[src/hdl/rsd_pkg.sv]
package rsd_pkg;

  // framing marks and lengths
  localparam logic [7:0] MARK_SECTION = 8'h55;
  localparam logic [7:0] MARK_END     = 8'h07;
  localparam logic [7:0] MARK_RECORD  = 8'h80;

  localparam int RECORD_LEN      = 43;
  localparam int SECTION_LEN     = 255;
  localparam int HEADER_LEN      = 8;
  localparam int SECTION_HDR_LEN = 3;
  localparam int TOTALS_LEN      = 25;
  localparam int TOTALS_KEEP     = 6;

  localparam logic [7:0] SECTION_ROOM = 8'(SECTION_LEN - SECTION_HDR_LEN);

  // result kinds
  localparam logic [1:0] KIND_RECORD = 2'd0;
  localparam logic [1:0] KIND_TOTALS = 2'd1;
  localparam logic [1:0] KIND_ERROR  = 2'd2;

  // queue between the parser and the emitter
  localparam int QUEUE_DEPTH = 4;
  localparam int QPTR_W      = $clog2(QUEUE_DEPTH);
  localparam int QCNT_W      = $clog2(QUEUE_DEPTH + 1);

  localparam int TIDX_W = $clog2(TOTALS_KEEP);

  // one queued word: a record byte or an error
  typedef struct packed {
    logic [7:0]  data;
    logic [1:0]  kind;
    logic [15:0] index;
    logic        first;
    logic        closes;   // last record byte, totals follow
  } cmd_t;

  // write of one kept totals byte
  typedef struct packed {
    logic              we;
    logic [TIDX_W-1:0] idx;
    logic [7:0]        data;
  } tot_wr_t;

  // padding after the data of a section, saturated at zero
  function automatic logic [7:0] pad_len(input logic [7:0] dlen);
    pad_len = (dlen <= SECTION_ROOM) ? SECTION_ROOM - dlen : 8'd0;
  endfunction

endpackage

[src/hdl/rsd_front.sv]
module rsd_front (
  input  logic            clk,
  input  logic            rst,
  input  logic            in_valid,
  input  logic            full,
  input  logic [7:0]      in_byte,
  output logic            push,
  output rsd_pkg::cmd_t   cmd,
  output rsd_pkg::tot_wr_t tot_wr
);
  import rsd_pkg::*;

  localparam logic [3:0] PH_START      = 4'd0;
  localparam logic [3:0] PH_HDR        = 4'd1;
  localparam logic [3:0] PH_FIRST_MARK = 4'd2;
  localparam logic [3:0] PH_FIRST_NUM  = 4'd3;
  localparam logic [3:0] PH_FIRST_LEN  = 4'd4;
  localparam logic [3:0] PH_TOTALS     = 4'd5;
  localparam logic [3:0] PH_MARK       = 4'd6;
  localparam logic [3:0] PH_NUM        = 4'd7;
  localparam logic [3:0] PH_LEN        = 4'd8;
  localparam logic [3:0] PH_DATA       = 4'd9;
  localparam logic [3:0] PH_PAD        = 4'd10;
  localparam logic [3:0] PH_DONE       = 4'd11;
  localparam logic [3:0] PH_HALT       = 4'd12;

  localparam logic [7:0] HDR_COUNT_AT = 8'(HEADER_LEN - 3);
  localparam logic [7:0] TOT_LEN8     = 8'(TOTALS_LEN);
  localparam logic [5:0] FILL_LAST    = 6'(RECORD_LEN - 1);

  logic [3:0]  phase, phase_next;
  logic [7:0]  bytes_left, bytes_left_next;
  logic [7:0]  sections_total, sections_total_next;
  logic [7:0]  sections_done, sections_done_next;
  logic [7:0]  data_length, data_length_next;
  logic [5:0]  record_fill, record_fill_next;
  logic [15:0] record_count, record_count_next;

  logic        accept;
  logic [7:0]  left_dec;
  logic [7:0]  pad_cur;
  logic [7:0]  pad_new;
  logic [7:0]  body_first;
  logic [7:0]  done_inc;
  logic        rec_first;

  assign accept     = in_valid && !full;
  assign left_dec   = bytes_left - 8'd1;
  assign pad_cur    = pad_len(data_length);
  assign pad_new    = pad_len(in_byte);
  assign body_first = (data_length > TOT_LEN8) ? data_length - TOT_LEN8 : 8'd0;
  assign done_inc   = (sections_done != 8'hff) ? sections_done + 8'd1 : sections_done;
  assign rec_first  = (in_byte == MARK_RECORD) && (record_fill == 6'd0);

  // parser
  always_comb begin
    phase_next          = phase;
    bytes_left_next     = bytes_left;
    sections_total_next = sections_total;
    sections_done_next  = sections_done;
    data_length_next    = data_length;
    record_fill_next    = record_fill;
    record_count_next   = record_count;
    push                = 1'b0;
    cmd.data            = 8'd0;
    cmd.kind            = KIND_ERROR;
    cmd.index           = record_count;
    cmd.first           = 1'b0;
    cmd.closes          = 1'b0;
    tot_wr.we           = 1'b0;
    tot_wr.idx          = '0;
    tot_wr.data         = in_byte;
    if (accept) begin
      unique case (phase)
        PH_START: begin
          if (in_byte != MARK_SECTION) begin
            push       = 1'b1;
            phase_next = PH_HALT;
          end else begin
            phase_next      = PH_HDR;
            bytes_left_next = 8'(HEADER_LEN - 1);
          end
        end
        PH_HDR: begin
          if (bytes_left == HDR_COUNT_AT) sections_total_next = in_byte;
          bytes_left_next = left_dec;
          if (left_dec == 8'd0) phase_next = PH_FIRST_MARK;
        end
        PH_FIRST_MARK: begin
          if (in_byte != MARK_SECTION) begin
            push       = 1'b1;
            phase_next = PH_HALT;
          end else begin
            phase_next = PH_FIRST_NUM;
          end
        end
        PH_FIRST_NUM: phase_next = PH_FIRST_LEN;
        PH_FIRST_LEN: begin
          data_length_next = in_byte;
          phase_next       = PH_TOTALS;
          bytes_left_next  = TOT_LEN8;
        end
        PH_TOTALS: begin
          // keep time bytes 3..5 and calorie bytes 9..11
          case (bytes_left)
            8'd22: begin tot_wr.we = 1'b1; tot_wr.idx = TIDX_W'(0); end
            8'd21: begin tot_wr.we = 1'b1; tot_wr.idx = TIDX_W'(1); end
            8'd20: begin tot_wr.we = 1'b1; tot_wr.idx = TIDX_W'(2); end
            8'd16: begin tot_wr.we = 1'b1; tot_wr.idx = TIDX_W'(3); end
            8'd15: begin tot_wr.we = 1'b1; tot_wr.idx = TIDX_W'(4); end
            8'd14: begin tot_wr.we = 1'b1; tot_wr.idx = TIDX_W'(5); end
            default: tot_wr.we = 1'b0;
          endcase
          bytes_left_next = left_dec;
          if (left_dec == 8'd0) begin
            if (sections_total == 8'd0) begin
              phase_next = PH_DONE;
            end else if (body_first != 8'd0) begin
              phase_next      = PH_DATA;
              bytes_left_next = body_first;
            end else if (pad_cur != 8'd0) begin
              phase_next      = PH_PAD;
              bytes_left_next = pad_cur;
            end else begin
              phase_next = PH_MARK;
            end
          end
        end
        PH_DATA: begin
          if (rec_first || record_fill != 6'd0) begin
            push      = 1'b1;
            cmd.data  = in_byte;
            cmd.kind  = KIND_RECORD;
            cmd.first = rec_first;
            if (record_fill == FILL_LAST) begin
              cmd.closes        = 1'b1;
              record_fill_next  = 6'd0;
              record_count_next = record_count + 16'd1;
            end else begin
              record_fill_next = record_fill + 6'd1;
            end
          end
          bytes_left_next = left_dec;
          if (left_dec == 8'd0) begin
            if (pad_cur != 8'd0) begin
              phase_next      = PH_PAD;
              bytes_left_next = pad_cur;
            end else begin
              phase_next = PH_MARK;
            end
          end
        end
        PH_PAD: begin
          bytes_left_next = left_dec;
          if (left_dec == 8'd0) phase_next = PH_MARK;
        end
        PH_MARK: begin
          if (in_byte != MARK_SECTION && in_byte != MARK_END) begin
            push       = 1'b1;
            phase_next = PH_HALT;
          end else begin
            phase_next = PH_NUM;
          end
        end
        PH_NUM: phase_next = PH_LEN;
        PH_LEN: begin
          data_length_next   = in_byte;
          sections_done_next = done_inc;
          if (done_inc >= sections_total) begin
            phase_next = PH_DONE;
          end else if (in_byte != 8'd0) begin
            phase_next      = PH_DATA;
            bytes_left_next = in_byte;
          end else if (pad_new != 8'd0) begin
            phase_next      = PH_PAD;
            bytes_left_next = pad_new;
          end else begin
            phase_next = PH_MARK;
          end
        end
        default: phase_next = phase;
      endcase
    end
  end

  // parser state
  always_ff @(posedge clk) begin
    if (rst) begin
      phase          <= PH_START;
      bytes_left     <= 8'd0;
      sections_total <= 8'd0;
      sections_done  <= 8'd0;
      data_length    <= 8'd0;
      record_fill    <= 6'd0;
      record_count   <= 16'd0;
    end else begin
      phase          <= phase_next;
      bytes_left     <= bytes_left_next;
      sections_total <= sections_total_next;
      sections_done  <= sections_done_next;
      data_length    <= data_length_next;
      record_fill    <= record_fill_next;
      record_count   <= record_count_next;
    end
  end

endmodule

[src/hdl/rsd_queue.sv]
module rsd_queue (
  input  logic          clk,
  input  logic          rst,
  input  logic          push,
  input  rsd_pkg::cmd_t push_cmd,
  input  logic          pop,
  output logic          full,
  output logic          head_valid,
  output rsd_pkg::cmd_t head
);
  import rsd_pkg::*;

  cmd_t              slots [QUEUE_DEPTH];
  logic [QPTR_W-1:0] wr_ptr;
  logic [QPTR_W-1:0] rd_ptr;
  logic [QCNT_W-1:0] count;
  logic              do_pop;

  assign full       = (count == QCNT_W'(QUEUE_DEPTH));
  assign head_valid = (count != '0);
  assign head       = slots[rd_ptr];
  assign do_pop     = pop && head_valid;

  // word storage
  always_ff @(posedge clk) begin
    if (push) slots[wr_ptr] <= push_cmd;
  end

  // pointers and fill level
  always_ff @(posedge clk) begin
    if (rst) begin
      wr_ptr <= '0;
      rd_ptr <= '0;
      count  <= '0;
    end else begin
      if (push) wr_ptr <= wr_ptr + QPTR_W'(1);
      if (do_pop) rd_ptr <= rd_ptr + QPTR_W'(1);
      if (push && !do_pop) count <= count + QCNT_W'(1);
      else if (!push && do_pop) count <= count - QCNT_W'(1);
    end
  end

endmodule

[src/hdl/rsd_back.sv]
module rsd_back (
  input  logic             clk,
  input  logic             rst,
  input  logic             head_valid,
  input  rsd_pkg::cmd_t    head,
  input  rsd_pkg::tot_wr_t tot_wr,
  output logic             pop,
  input  logic             out_stall,
  output logic             out_valid,
  output logic [7:0]       out_byte,
  output logic [1:0]       kind,
  output logic [15:0]      record_index,
  output logic             first_of_record,
  output logic             last_of_record
);
  import rsd_pkg::*;

  localparam logic [2:0] TOT_LAST = 3'(TOTALS_KEEP);

  logic [7:0]        totals_bytes [TOTALS_KEEP];
  logic [2:0]        tot_cnt;
  logic              load;
  logic [TIDX_W-1:0] tot_idx;

  assign load    = !out_valid || !out_stall;
  assign tot_idx = TIDX_W'(tot_cnt - 3'd1);
  assign pop     = load && head_valid &&
                   ((tot_cnt == 3'd0 && !head.closes) || tot_cnt == TOT_LAST);

  // kept totals bytes
  always_ff @(posedge clk) begin
    if (tot_wr.we) totals_bytes[tot_wr.idx] <= tot_wr.data;
  end

  // output register payload
  always_ff @(posedge clk) begin
    if (load) begin
      if (tot_cnt != 3'd0) begin
        out_byte        <= totals_bytes[tot_idx];
        kind            <= KIND_TOTALS;
        record_index    <= head.index;
        first_of_record <= 1'b0;
        last_of_record  <= (tot_cnt == TOT_LAST);
      end else begin
        out_byte        <= head.data;
        kind            <= head.kind;
        record_index    <= head.index;
        first_of_record <= head.first;
        last_of_record  <= 1'b0;
      end
    end
  end

  // output valid and totals sequencing
  always_ff @(posedge clk) begin
    if (rst) begin
      out_valid <= 1'b0;
      tot_cnt   <= 3'd0;
    end else if (load) begin
      out_valid <= head_valid;
      if (head_valid) begin
        if (tot_cnt == TOT_LAST) tot_cnt <= 3'd0;
        else if (tot_cnt != 3'd0 || head.closes) tot_cnt <= tot_cnt + 3'd1;
      end
    end
  end

endmodule

[src/hdl/record_extracting_section_deframer_unit.sv]
// path: an accepted input word is registered in a queue slot, then in the output register
// throughput: one input word per cycle while the queue is not full; a record's closing
//   byte yields the byte plus six totals words, which the emitter serializes
// in_stall rises while the four-entry queue between parser and emitter is full
// reset: synchronous, clears parser, queue and output control; kept totals are not cleared
module record_extracting_section_deframer_unit (
  input  logic        clk,
  input  logic        rst,
  input  logic        in_valid,
  output logic        in_stall,
  input  logic [7:0]  in_byte,
  output logic        out_valid,
  input  logic        out_stall,
  output logic [7:0]  out_byte,
  output logic [1:0]  kind,
  output logic [15:0] record_index,
  output logic        first_of_record,
  output logic        last_of_record
);
  import rsd_pkg::*;

  logic    push;
  cmd_t    push_cmd;
  tot_wr_t tot_wr;
  logic    full;
  logic    head_valid;
  cmd_t    head;
  logic    pop;

  assign in_stall = full;

  // parser
  rsd_front u_front (
    .clk      (clk),
    .rst      (rst),
    .in_valid (in_valid),
    .full     (full),
    .in_byte  (in_byte),
    .push     (push),
    .cmd      (push_cmd),
    .tot_wr   (tot_wr)
  );

  // decoupling queue
  rsd_queue u_queue (
    .clk        (clk),
    .rst        (rst),
    .push       (push),
    .push_cmd   (push_cmd),
    .pop        (pop),
    .full       (full),
    .head_valid (head_valid),
    .head       (head)
  );

  // emitter
  rsd_back u_back (
    .clk             (clk),
    .rst             (rst),
    .head_valid      (head_valid),
    .head            (head),
    .tot_wr          (tot_wr),
    .pop             (pop),
    .out_stall       (out_stall),
    .out_valid       (out_valid),
    .out_byte        (out_byte),
    .kind            (kind),
    .record_index    (record_index),
    .first_of_record (first_of_record),
    .last_of_record  (last_of_record)
  );

endmodule

[config.mk]
export PLATFORM = sky130hd
export DESIGN_NAME = record_extracting_section_deframer_unit
export DESIGN_NICKNAME = d
export VERILOG_FILES = /design/src/hdl/rsd_pkg.sv /design/src/hdl/rsd_front.sv /design/src/hdl/rsd_queue.sv /design/src/hdl/rsd_back.sv /design/src/hdl/record_extracting_section_deframer_unit.sv
export SDC_FILE = /design/constraint.sdc
export NUM_CORES = 1
export LEC_CHECK = 0
export ABC_AREA = 1
export ABC_CLOCK_PERIOD_IN_PS = 2500
export BUFFER_PORTS_ARGS = -buffer_cell sky130_fd_sc_hd__buf_2
export CAP_MARGIN = 20
export CORE_MARGIN = 2
export CORE_UTILIZATION = 56
export CTS_CLUSTER_DIAMETER = 100
export DETAILED_ROUTE_END_ITERATION = 10
export GPL_ROUTABILITY_DRIVEN = 0
export GPL_TIMING_DRIVEN = 0
export MAX_ROUTING_LAYER = met4
export PLACE_DENSITY = 0.76
export SYNTH_ARGS = -nofsm -noshare
export SYNTH_HDL_FRONTEND = slang
export SYNTH_HIERARCHICAL = 1
export SYNTH_SLANG_ARGS = --single-unit
[constraint.sdc]
create_clock -name clk -period 2.5 [get_ports clk]
set_input_delay 0.25 -clock clk [delete_from_list [all_inputs] [get_ports clk]]
set_output_delay 0.25 -clock clk [all_outputs]
set_load 0.05 [all_outputs]
==> results by group <==
Worst setup path
  • Critical Path End Type: flip-flop
  • Buf/Inv on CP: 2
  • WP data required: 2.93 ns
  • CP max stage delay: 0.36 ns
  • Top delay family on crit path: simple AND/OR/NAND/NOR gates
  • Crit-path max FO: 8
  • CP max-delay cell: dfxtp_2
  • CP arrival: 3.16 ns
  • Worst-path cell chain: ha_4 > nand2_2 > inv_2 > nand3_2 > nor2_4 > nand2_4 > nand3_4 > xor2_4 > ha_4 > nand2_4 > nor2_4 > nand4_1 > o2111ai_4 > nand2_2 > o311ai_4 > a31oi_4 > nand3b_1 > nand2_1 > inv_1
  • Worst setup SP type: flip-flop
  • CP Class: flip-flop to flip-flop

Clocking
  • CTS root buf: clkbuf_16
  • Total CTS buffers: 26
  • CTS tree: yes
  • Worst-case clock buffer depth: 3
  • Clk_lat worst skew: 0.54 ns
  • H-tree levels: 1
  • Worst-path clk slew: 0.07 ns
  • Clk sinks: 259
  • Hold Buf Count CTS: 0

Placement
  • Placement Cell Area: 13200 µm²
  • Cells after DPL: 1649
  • PortBufs: 41
  • Dpl hpwl: 20000 µm
  • DP Worst Slack: -0.728 ns

Power
  • Pwr Density: 1130 nW/µm²
  • Total Power: 16.9 mW
  • Peak supply drop: 0.000627 V
  • Static Leakage: 6.00 nW

Synthesis
  • Yosys top cell area share: 45.4%
  • Post-synthesis sequential area ratio: 56.8%
  • Syn nets: 1369
  • Async S/R FF share, synth: 0%
  • Mean Syn Cell Area: 9.41 µm²
  • Synth Instances: 1323
  • Synth area leaders: edfxtp_1 (45%), dfxtp_1 (11%), nand2_1 (8.2%)
  • EDFF count, synth: 188
  • Synth Register Bits: 259
  • Yosys warning count: 6
  • Area leader, netlist: edfxtp_1
  • Distinct cell type count after synthesis: 55
  • Mapped Area: 12400 µm²
  • Post-synth top flop: edfxtp_1

Route
  • Routed via count: 9848
  • Drt wl/cell: 17.4 µm
  • Initial detailed-routing violation count: 817
  • Routed Antenna Nets: 0
  • DR pass1 iterations: 5
  • Drt drc: 0
  • WL final: 30200 µm
  • Vias per cell: 5.67

Floorplan
  • DIE WIDTH: 153 µm
  • Starting Density: 57.0%
  • Die H: 153 µm
  • Io pins: 42
  • Core ar.: 21800 µm²
  • DIE AREA: 23400 µm²
  • Num rows: 54

STA
  • RSZ-0062 raised after global routing: true
  • F_max: 366 MHz
  • Final slew viol count: 0
  • Setup TNS: -2.07 ns
  • Final hold violation count: 0
  • Slew @ Worst Pin: 0.760 ns
  • Hold slack: 0.0783 ns
  • Clock Skew: 0.0139 ns
  • Slew HR: 49.3%
  • Ratio of final minimum period to clock period: 109%
  • Final min period: 2.73 ns
  • Setup slack after layout: -0.234 ns
  • Final setup fails: 10

Final layout
  • Most frequent cells in the layout: nand2_1 (260), edfxtp_1 (188), nor2_1 (146)
  • Post-route cell area: 14900 µm²
  • Commonest non-fill, non-tap cell in the layout: nand2_1
  • Final #Nets: 1483
  • Area delta synth->final: 20.0%
  • Share of layout cells above drive strength 1: 21.5%
  • Fin cells: 1737
  • Fin util: 68.4%
  • Number of diodes: 0

Flow run
  • Maximum capacitance violations: 0

Global route
  • Number of global-route vias before repair: 9429
  • Initial antenna violation count: 0
  • Tot GR Track Use: 25.6%
  • GRT overflow: 0
  • Largest net degree at the start of global routing: 22
  • First-pass GRT wire length: 47200 µm

Outcome
  • Status: finished, violations left
  • Failing checks: negative setup slack

Hold path
  • Worst hold path type: primary input to flip-flop
cell type report:
cell class	count	area, µm²
clock inverters	21	205
repair buffers	88	728
flip-flops and latches	259	7100
plain buffers	44	349
multi-input cells	870	4960
clock buffers	27	654
fillers	1581	6900
inverters	148	583
well taps	280	350
repair_timing:
action,in CTS,in global routing
resized for setup,69,74
pin swaps,27,27
setup buffers,17,25
cloned,1,0
setup endpoints to repair,215,95
routing by layer:
metal / GRT usage, % / wire length, µm
met5: - / 0
met4: 9.22 / 937
met3: 3.23 / 1760
met2: 42.5 / 15000
met1: 32.7 / 12500
synthesized netlist by cell type, types with 4 or more instances:
| library cell | count |
|---|---|
| ha_1 | 33 |
| o22ai_1 | 28 |
| buf_6 | 10 |
| nor2_4 | 4 |
| nor4_1 | 5 |
| o211ai_1 | 6 |
| a31oi_1 | 8 |
| inv_2 | 12 |
| clkbuf_1 | 14 |
| o21ai_0 | 88 |
| nor3_1 | 13 |
| nor3b_1 | 4 |
| o21ai_1 | 22 |
| nor2_1 | 161 |
| buf_4 | 12 |
| buf_2 | 8 |
| nand3_1 | 69 |
| nand3b_1 | 5 |
| nor2_2 | 9 |
| a211oi_1 | 13 |
| nand4_1 | 7 |
| xnor2_1 | 4 |
| xor2_1 | 12 |
| a21oi_1 | 64 |
| nand2_1 | 271 |
| o2111ai_1 | 4 |
| nand2_2 | 7 |
| edfxtp_1 | 188 |
| inv_1 | 132 |
| dfxtp_1 | 71 |
logic make-up (layout without fill, tap and decap cells):
group	after synthesis	after routing	synth area share [%]
compound gates	245	245	11.3
xor+xnor	16	16	1.13
fa+ha+maj	34	34	3.48
buf+inv	195	328	7.11
flops	259	259	56.8
other cells	1	1	0.0301
simple gates	573	574	20.2
final timing paths:
| path | slack [ns] | start | depth (start not counted) | endpoint |
|---|---|---|---|---|
| worst max register to register | -0.23 | u_front/sections_done[1]$_SDFFE_PP0P_ | 19 | u_front/bytes_left[2]$_SDFFE_PP0P_ |
| worst min-delay path | 0.08 | in_byte[1] | 2 | u_back/totals_bytes[0][1]$_DFFE_PP_ |
| worst min register to register | 0.49 | u_front/record_fill[0]$_SDFFE_PP0P_ | 2 | u_front/record_fill[0]$_SDFFE_PP0P_ |
| worst max-delay path | -0.23 | u_front/sections_done[1]$_SDFFE_PP0P_ | 19 | u_front/bytes_left[2]$_SDFFE_PP0P_ |
registers in the layout (all words and copies together), names as in the netlist, named ones only:
register	flops
u_back/out_byte	8
u_front/record_count	16
u_queue/slots	112
u_front/sections_total	8
u_front/record_fill	6
u_back/kind	2
u_queue/rd_ptr	2
u_front/data_length	8
u_back/tot_cnt	3
u_back/totals_bytes	48
u_back/first_of_record	1
u_front/phase	4
u_back/last_of_record	1
u_back/record_index	16
u_queue/wr_ptr	2
u_queue/count	3
u_front/bytes_left	8
u_front/sections_done	8
u_back/out_valid	1
where the power goes:
part / switching [mW] / internal (mW)
Clock: 1.65 / 2.23
Combinational: 4.77 / 2.38
Sequential: 0.398 / 5.50
Total: 6.82 / 10.1
No activity file was read; power rests on OpenSTA's default activity.
